--- src/hw/rtl/vtpe_pkg.sv ---
// Types, codes and byte tables shared by the plot encoder modules.
package vtpe_pkg;

    localparam logic [1:0] FUNC_MOVE  = 2'd0;
    localparam logic [1:0] FUNC_LINE  = 2'd1;
    localparam logic [1:0] FUNC_CLEAR = 2'd2;
    localparam logic [1:0] FUNC_TEXT  = 2'd3;

    localparam logic [2:0] OP_MOVE    = 3'd0;
    localparam logic [2:0] OP_LINE_MV = 3'd1;
    localparam logic [2:0] OP_LINE    = 3'd2;
    localparam logic [2:0] OP_CLEAR   = 3'd3;
    localparam logic [2:0] OP_TEXT    = 3'd4;

    localparam logic [7:0] CH_GS  = 8'h1D;
    localparam logic [7:0] CH_US  = 8'h1F;
    localparam logic [7:0] CH_ESC = 8'h1B;
    localparam logic [7:0] CH_FF  = 8'h0C;
    localparam logic [7:0] CH_LBR = 8'h5B;
    localparam logic [7:0] CH_H   = 8'h48;
    localparam logic [2:0] TAG_HI   = 3'b001;
    localparam logic [2:0] TAG_LO_Y = 3'b011;
    localparam logic [2:0] TAG_LO_X = 3'b010;

    localparam int CoordW = 10;
    localparam int IdxW   = 4;

    typedef struct packed {
        logic [2:0]        op;
        logic [CoordW-1:0] old_x;
        logic [CoordW-1:0] old_y;
        logic [CoordW-1:0] new_x;
        logic [CoordW-1:0] new_y;
    } job_t;

    function automatic logic [IdxW-1:0] job_len(input logic [2:0] op);
        logic [IdxW-1:0] n;
        case (op)
            OP_MOVE:    n = 4'd5;
            OP_LINE_MV: n = 4'd9;
            OP_LINE:    n = 4'd4;
            OP_CLEAR:   n = 4'd2;
            OP_TEXT:    n = 4'd4;
            default:    n = 4'd2;
        endcase
        return n;
    endfunction

    function automatic logic [7:0] coord_byte(input logic [CoordW-1:0] cx,
                                              input logic [CoordW-1:0] cy,
                                              input logic [1:0] k);
        logic [7:0] b;
        case (k)
            2'd0:    b = {TAG_HI, cy[9:5]};
            2'd1:    b = {TAG_LO_Y, cy[4:0]};
            2'd2:    b = {TAG_HI, cx[9:5]};
            default: b = {TAG_LO_X, cx[4:0]};
        endcase
        return b;
    endfunction

    function automatic logic [7:0] job_byte(input job_t j, input logic [IdxW-1:0] idx);
        logic [7:0]      b;
        logic [IdxW-1:0] m1;
        logic [IdxW-1:0] m5;
        m1 = idx - 4'd1;
        m5 = idx - 4'd5;
        case (j.op)
            OP_MOVE:
                b = (idx == 4'd0) ? CH_GS : coord_byte(j.new_x, j.new_y, m1[1:0]);
            OP_LINE_MV:
                if (idx == 4'd0)
                    b = CH_GS;
                else if (idx < 4'd5)
                    b = coord_byte(j.old_x, j.old_y, m1[1:0]);
                else
                    b = coord_byte(j.new_x, j.new_y, m5[1:0]);
            OP_LINE:
                b = coord_byte(j.new_x, j.new_y, idx[1:0]);
            OP_CLEAR:
                b = (idx == 4'd0) ? CH_ESC : CH_FF;
            OP_TEXT:
                case (idx[1:0])
                    2'd0:    b = CH_US;
                    2'd1:    b = CH_ESC;
                    2'd2:    b = CH_LBR;
                    default: b = CH_H;
                endcase
            default:
                b = CH_ESC;
        endcase
        return b;
    endfunction

endpackage

--- src/hw/rtl/vtpe_front.sv ---
// Command front end: tracks mode and pen position and turns commands into jobs.
module vtpe_front (
    input  logic                       clk,
    input  logic                       rst_n,
    input  logic                       in_valid,
    output logic                       in_ready,
    input  logic [1:0]                 func,
    input  logic [vtpe_pkg::CoordW-1:0] x,
    input  logic [vtpe_pkg::CoordW-1:0] y,
    input  logic                       q_full,
    output logic                       push,
    output vtpe_pkg::job_t             push_job
);
    import vtpe_pkg::*;

    logic              gm_reg, gm_next;
    logic [CoordW-1:0] pen_x_reg, pen_x_next;
    logic [CoordW-1:0] pen_y_reg, pen_y_next;
    logic              take;

    assign in_ready = !q_full;
    assign take     = in_valid && in_ready;

    always_comb
    begin
        gm_next        = gm_reg;
        pen_x_next     = pen_x_reg;
        pen_y_next     = pen_y_reg;
        push           = 1'b0;
        push_job.op    = OP_CLEAR;
        push_job.old_x = pen_x_reg;
        push_job.old_y = pen_y_reg;
        push_job.new_x = x;
        push_job.new_y = y;
        if (take)
        begin
            case (func)
                FUNC_MOVE:
                begin
                    push_job.op = OP_MOVE;
                    push        = 1'b1;
                    gm_next     = 1'b1;
                    pen_x_next  = x;
                    pen_y_next  = y;
                end
                FUNC_LINE:
                begin
                    push_job.op = gm_reg ? OP_LINE : OP_LINE_MV;
                    push        = 1'b1;
                    gm_next     = 1'b1;
                    pen_x_next  = x;
                    pen_y_next  = y;
                end
                FUNC_CLEAR:
                begin
                    push_job.op = OP_CLEAR;
                    push        = 1'b1;
                    gm_next     = 1'b0;
                end
                default:
                begin
                    push_job.op = OP_TEXT;
                    push        = gm_reg;
                    gm_next     = 1'b0;
                end
            endcase
        end
    end

    always_ff @(posedge clk or negedge rst_n)
    begin
        if (!rst_n)
        begin
            gm_reg    <= 1'b0;
            pen_x_reg <= '0;
            pen_y_reg <= '0;
        end
        else
        begin
            gm_reg    <= gm_next;
            pen_x_reg <= pen_x_next;
            pen_y_reg <= pen_y_next;
        end
    end

endmodule

--- src/hw/rtl/vtpe_queue.sv ---
// Two-entry job queue between the front end and the byte sequencer.
module vtpe_queue (
    input  logic           clk,
    input  logic           rst_n,
    input  logic           push,
    input  vtpe_pkg::job_t push_job,
    output logic           full,
    input  logic           pop,
    output logic           not_empty,
    output vtpe_pkg::job_t head
);
    import vtpe_pkg::*;

    job_t       mem_reg [2];
    logic       wr_ptr_reg, wr_ptr_next;
    logic       rd_ptr_reg, rd_ptr_next;
    logic [1:0] count_reg, count_next;

    assign full      = (count_reg == 2'd2);
    assign not_empty = (count_reg != 2'd0);
    assign head      = mem_reg[rd_ptr_reg];

    always_comb
    begin
        wr_ptr_next = push ? !wr_ptr_reg : wr_ptr_reg;
        rd_ptr_next = pop ? !rd_ptr_reg : rd_ptr_reg;
        count_next  = count_reg + {1'b0, push} - {1'b0, pop};
    end

    always_ff @(posedge clk)
    begin
        if (push)
        begin
            mem_reg[wr_ptr_reg] <= push_job;
        end
    end

    always_ff @(posedge clk or negedge rst_n)
    begin
        if (!rst_n)
        begin
            wr_ptr_reg <= 1'b0;
            rd_ptr_reg <= 1'b0;
            count_reg  <= 2'd0;
        end
        else
        begin
            wr_ptr_reg <= wr_ptr_next;
            rd_ptr_reg <= rd_ptr_next;
            count_reg  <= count_next;
        end
    end

endmodule

--- src/hw/rtl/vtpe_back.sv ---
// Byte sequencer: walks each job and drives the registered output byte stream.
module vtpe_back (
    input  logic           clk,
    input  logic           rst_n,
    input  logic           q_not_empty,
    input  vtpe_pkg::job_t q_head,
    output logic           pop,
    output logic           out_valid,
    input  logic           out_ready,
    output logic [7:0]     out_byte,
    output logic           last
);
    import vtpe_pkg::*;

    logic            busy_reg, busy_next;
    job_t            job_reg, job_next;
    logic [IdxW-1:0] idx_reg, idx_next;
    logic            out_valid_reg, out_valid_next;
    logic [7:0]      out_byte_reg, out_byte_next;
    logic            last_reg, last_next;

    job_t            cur_job;
    logic [IdxW-1:0] cur_idx;
    logic            have, can_load, emit, is_last;

    assign cur_job  = busy_reg ? job_reg : q_head;
    assign cur_idx  = busy_reg ? idx_reg : '0;
    assign have     = busy_reg || q_not_empty;
    assign can_load = !out_valid_reg || out_ready;
    assign emit     = have && can_load;
    assign is_last  = (cur_idx == job_len(cur_job.op) - 4'd1);
    assign pop      = emit && !busy_reg;

    always_comb
    begin
        busy_next      = busy_reg;
        job_next       = job_reg;
        idx_next       = idx_reg;
        out_valid_next = out_valid_reg;
        out_byte_next  = out_byte_reg;
        last_next      = last_reg;
        if (can_load)
        begin
            out_valid_next = have;
        end
        if (emit)
        begin
            out_byte_next = job_byte(cur_job, cur_idx);
            last_next     = is_last;
            busy_next     = !is_last;
            job_next      = cur_job;
            idx_next      = cur_idx + 4'd1;
        end
    end

    always_ff @(posedge clk)
    begin
        job_reg      <= job_next;
        idx_reg      <= idx_next;
        out_byte_reg <= out_byte_next;
        last_reg     <= last_next;
    end

    always_ff @(posedge clk or negedge rst_n)
    begin
        if (!rst_n)
        begin
            busy_reg      <= 1'b0;
            out_valid_reg <= 1'b0;
        end
        else
        begin
            busy_reg      <= busy_next;
            out_valid_reg <= out_valid_next;
        end
    end

    assign out_valid = out_valid_reg;
    assign out_byte  = out_byte_reg;
    assign last      = last_reg;

endmodule

--- src/hw/rtl/vector_terminal_plot_encoder.sv ---
// Top level of the vector terminal plot encoder.
// Commands (func, x, y) arrive on the input channel (in_valid, in_ready);
// each accepted transfer is one command: move, draw line, clear or text.
// Terminal bytes leave on the output channel (out_valid, out_ready) as
// out_byte, with last set on the final byte that a command produces.
// A move gives five bytes, a line four, or nine when it must first reopen
// graphics mode, a clear two, and text four, or none outside graphics mode.
// The first byte of a command passes through a queue entry and then the
// output byte register. The output runs at one byte per cycle while
// out_ready is high.
// A two-entry job queue decouples the command side from the byte side, so
// new commands are taken while earlier bytes are still going out.
// When the receiver stalls, the current byte holds and the queue fills;
// in_ready drops once both queue entries are occupied.
// Reset puts the block in text mode with the pen at the origin and clears
// the queue and the output stage.
module vector_terminal_plot_encoder (
    input  logic                       clk,
    input  logic                       rst_n,
    input  logic                       in_valid,
    output logic                       in_ready,
    input  logic [1:0]                 func,
    input  logic [vtpe_pkg::CoordW-1:0] x,
    input  logic [vtpe_pkg::CoordW-1:0] y,
    output logic                       out_valid,
    input  logic                       out_ready,
    output logic [7:0]                 out_byte,
    output logic                       last
);
    import vtpe_pkg::*;

    logic q_full, push, pop, q_not_empty;
    job_t push_job, q_head;

    vtpe_front u_front (
        .clk      (clk),
        .rst_n    (rst_n),
        .in_valid (in_valid),
        .in_ready (in_ready),
        .func     (func),
        .x        (x),
        .y        (y),
        .q_full   (q_full),
        .push     (push),
        .push_job (push_job)
    );

    vtpe_queue u_queue (
        .clk       (clk),
        .rst_n     (rst_n),
        .push      (push),
        .push_job  (push_job),
        .full      (q_full),
        .pop       (pop),
        .not_empty (q_not_empty),
        .head      (q_head)
    );

    vtpe_back u_back (
        .clk         (clk),
        .rst_n       (rst_n),
        .q_not_empty (q_not_empty),
        .q_head      (q_head),
        .pop         (pop),
        .out_valid   (out_valid),
        .out_ready   (out_ready),
        .out_byte    (out_byte),
        .last        (last)
    );

endmodule

--- config.mk ---
export PLATFORM = sky130hd
export DESIGN_NAME = vector_terminal_plot_encoder
export DESIGN_NICKNAME = d
export VERILOG_FILES = /design/src/hw/rtl/vtpe_pkg.sv /design/src/hw/rtl/vtpe_front.sv /design/src/hw/rtl/vtpe_queue.sv /design/src/hw/rtl/vtpe_back.sv /design/src/hw/rtl/vector_terminal_plot_encoder.sv
export SDC_FILE = /design/constraint.sdc
export NUM_CORES = 1
export LEC_CHECK = 0
export BUFFER_PORTS_ARGS = -buffer_cell sky130_fd_sc_hd__buf_4
export CAP_MARGIN = 25
export CORE_ASPECT_RATIO = 1.2
export CORE_MARGIN = 2
export CORE_UTILIZATION = 60
export CTS_CLUSTER_SIZE = 10
export DETAILED_ROUTE_END_ITERATION = 7
export MAX_ROUTING_LAYER = met4
export PLACE_DENSITY_LB_ADDON = 0.3
export REMOVE_ABC_BUFFERS = 1
export SLEW_MARGIN = 10
export SYNTH_ARGS = -nofsm -noshare
export SYNTH_HDL_FRONTEND = slang
export SYNTH_SLANG_ARGS = --single-unit
--- constraint.sdc ---
create_clock -name clk -period 4.13 [get_ports clk]
set_clock_uncertainty 0.2 [all_clocks]
set_input_delay 0.413 -clock clk [delete_from_list [all_inputs] [get_ports clk]]
set_output_delay 0.413 -clock clk [all_outputs]
set_load 0.05 [all_outputs]
==> flow_summary.yaml <==
worst_setup_path:
  path_max_fanout: 39
  r2r_end: "u_back.busy_reg"
  endpoint_kind: "register"
  worstSetupEndpoint: "u_back.busy_reg"
  worst_ep_arrival_time_ps: 3320
  reg2reg_setup_slack_ps: 890
  path_class: "reg2reg"
  critical_path.startpoint: "u_back.busy_reg"
  critPathLaunchType: "register"
  rr_worst_depth: 11
  cp_data_required_time_ps: 4200
  r2r_start: "u_back.busy_reg"
power_and_ir_drop:
  vdd_drop_max_uv: 478.6
  pwr-share-clk_pct: 21.6
  design_power_total_mw: 7.322
  pwr-share-seq_pct: 41.9
  swShare_pct: 36.66
  power_density_nw_per_um2: 867.8
  pwr-share-comb_pct: 36.5
  power_leakage_nw: 3.192
  p_int_mw: 4.638
  power_switching_mw: 2.684
global_route:
  overflow: 0
  grt_start_max_net_pins: 56
  grt_pass1_vias: 4326
  grt_pass1_wl_mm: 22.94
  antenna_found_initial: 0
  grt_usage_pct: 23.63
placed_design:
  io_buffers: 35
  post-dp-hpwl_mm: 9.284
  gp_congestion: 0.9283
sta:
  final-setup-viol-count: 0
  slew_viol_final: 0
  hold_violations: 0
  finalCritPeriodShare_pct: 78.53
  max_freq_mhz: 308.3
  fin_crit_ps: 3243
  tns_ps: 0
  maxSlewHeadroom_pct: 49.12
  worst_slew_pin_slew_ps: 758.2
  rsz0062_at_grt: "false"
clock_tree:
  clkTransAtPathRegs_ps: 70
  tritoncts: "built"
  cts-htree-levels: 4
  clk_latency_ps: 420
  post_cts_resized: 0
  cts-buffers-inserted: 17
  cts.sink_count: 168
  cts_buffer_depth: 2
  root_buffer: "clkbuf_16"
die:
  core_um2: 12000
  io_pins: 37
  initial_core_util_pct: 61.18
  fp.dieArea_um2: 13140
  die_h_um: 125.2
  row_count: 44
  die_w_um: 105.0
final_layout:
  nFillCells: 852
  largest_reg_flops: 86
  antennaDiodeCount: 0
  syn_to_final_growth_pct: 14.91
  final_cell_mix: "141 x edfxtp_1, 60 x nand2_1, 42 x buf_4"
  finalNetCount: 605
  drive_gt1_share_pct: 20.10
  final_common_cell: "edfxtp_1"
routing:
  vias: 4356
  viasPerCell: 5.863
  drt_wl_total_mm: 14.16
  drtIter0Drc: 293
  antenna_left: 0
  drc: 0
  dr.pass1.iters: 4
  routedWlPerCell_um: 19.05
synth:
  yosys_warnings: 0
  synth_cells: 512
  async_reset_ff_share_pct: 16.07
  dominantRegCellSynth: "edfxtp_1"
  syn_avg_cell_area_um2: 14.34
  netlist_area_um2: 7342
  synth_cell_types: 62
  synth_seq_cells: 168
  synth-edff-count: 141
  yosysSeqAreaShare_pct: 66.87
flow_run:
  max_cap_violations: 0
outcome:
  outcome: "finished clean"
min_path:
  hold_class: "in2reg"
[through the flow]
| step | worst slack, ps | cells | area [um^2] | util (%) | hold WS, ps |
|---|---|---|---|---|---|
| 3_3_place_gp | 972.9 | 689 | 7614 | 63.44 | 179.6 |
| 4_1_cts | 899.3 | 743 | 8437 | 70.30 | 123.5 |
| 3_5_place_dp | 920.1 | 690 | 7634 | 63.61 | 186.9 |
| 5_1_grt | 609.7 | 743 | 8437 | 70.30 | 141.8 |
| 6_report | 886.8 | 743 | 8437 | 70.30 | 143.7 |
| 2_1_floorplan | 239.4 | 486 | 7083 | - | -82.59 |
[repair_timing]
item,CTS,global route
buffers inserted,0,0
endpoints found under the hold margin,67,0
hold buffers,21,0
[power groups by stage]
stage / Combinational (mW) / Sequential, mW / Clock [mW]
after floorplan: 1.72 / 3.23 / 0
after global placement: 2.55 / 3.07 / 0
after detailed placement: 2.63 / 3.10 / 0
after CTS: 2.66 / 3.07 / 1.60
after global routing: 2.92 / 3.15 / 1.67
final: 2.67 / 3.07 / 1.58
[area by class of cell]
cell class | count | area (um^2) | share of cell area, %
clock buffers | 18 | 429.2 | 5.087
clock inverters | 14 | 163.9 | 1.943
inverters | 18 | 70.07 | 0.8305
multi-input cells | 300 | 2115 | 25.06
flip-flops and latches | 168 | 4912 | 58.22
well taps | 161 | 201.4 | 2.388
repair buffers | 64 | 545.5 | 6.466
[logic make-up (layout without fill, tap and decap cells)]
kind of cell / after synthesis / in the layout / synth area share [%]
fa+ha+maj: 10 / 10 / 1.704
buf+inv: 44 / 114 / 4.482
compound gates: 111 / 111 / 10.09
flops: 168 / 168 / 66.87
xor+xnor: 9 / 9 / 1.074
simple gates: 108 / 108 / 6.987
mux: 61 / 61 / 8.742
other cells: 1 / 1 / 0.05108
[per-layer routing]
| metal | global-route usage, % | wire length (um) | up-vias | part of all wire, % |
|---|---|---|---|---|
| li1 | - | - | 2047 | - |
| met1 | 29.41 | 5987 | 2185 | 42 |
| met2 | 39.61 | 7490 | 107 | 53 |
| met3 | 4.692 | 513 | 17 | 3.6 |
| met4 | 6.824 | 164 | 0 | 1.2 |
| met5 | - | 0 | - | 0 |
[cell usage after synthesis (all sizes together), types with 2 or more instances]
| cell type | number | share of area [%] |
|---|---|---|
| o22ai | 5 | 0.43 |
| nand3 | 7 | 0.48 |
| o31a | 3 | 0.36 |
| and2b | 4 | 0.49 |
| a22oi | 7 | 0.72 |
| a31oi | 3 | 0.26 |
| dfrtp | 27 | 9.2 |
| clkbuf | 9 | 1.3 |
| o211ai | 7 | 0.78 |
| a311o | 2 | 0.27 |
| ha | 10 | 1.7 |
| a222oi | 3 | 0.41 |
| a21oi | 13 | 0.94 |
| a22o | 4 | 0.48 |
| and2 | 5 | 0.48 |
| nor2 | 12 | 0.72 |
| nor2b | 5 | 0.43 |
| xnor2 | 6 | 0.72 |
| inv | 18 | 0.95 |
| nand2 | 60 | 3.1 |
| a211oi | 5 | 0.51 |
| o21a | 3 | 0.31 |
| xor2 | 3 | 0.36 |
| a211o | 3 | 0.36 |
| nand2b | 5 | 0.43 |
| o31ai | 2 | 0.20 |
| mux2i | 39 | 5.3 |
| o21ai | 43 | 2.9 |
| buf | 15 | 1.9 |
| edfxtp | 141 | 58 |
| o311ai | 3 | 0.36 |
| nand4b | 2 | 0.24 |
| or2 | 2 | 0.17 |
| nor3 | 2 | 0.14 |
| nand4 | 2 | 0.17 |
| mux2 | 22 | 3.4 |
[critical path, stage by stage (launching register included)]
cell and delay (ps):
dfrtp_2 760, buf_4 400, nand2_1 80, o21ai_1 420, nor2_4 130, nor2_1 130, a21oi_1 50, ha_1 220
xor2_1 170, xnor2_1 130, a311oi_2 290, o22ai_1 100
[worst min-delay path by stage]
| stage | start | to | slack [ps] | cells after the start |
|---|---|---|---|---|
| after floorplan | rst_n | u_back.busy_reg | -80 | 0 |
| after global placement | rst_n | u_front.pen_y_reg[4] | 180 | 1 |
| final | func[1] | u_queue.mem_reg[0][40] | 140 | 2 |
| after CTS | func[1] | u_queue.mem_reg[0][40] | 120 | 2 |
| after detailed placement | rst_n | u_front.pen_y_reg[4] | 190 | 1 |
| after global routing | func[1] | u_queue.mem_reg[0][40] | 140 | 2 |
Power figures use the tool's default switching activity.
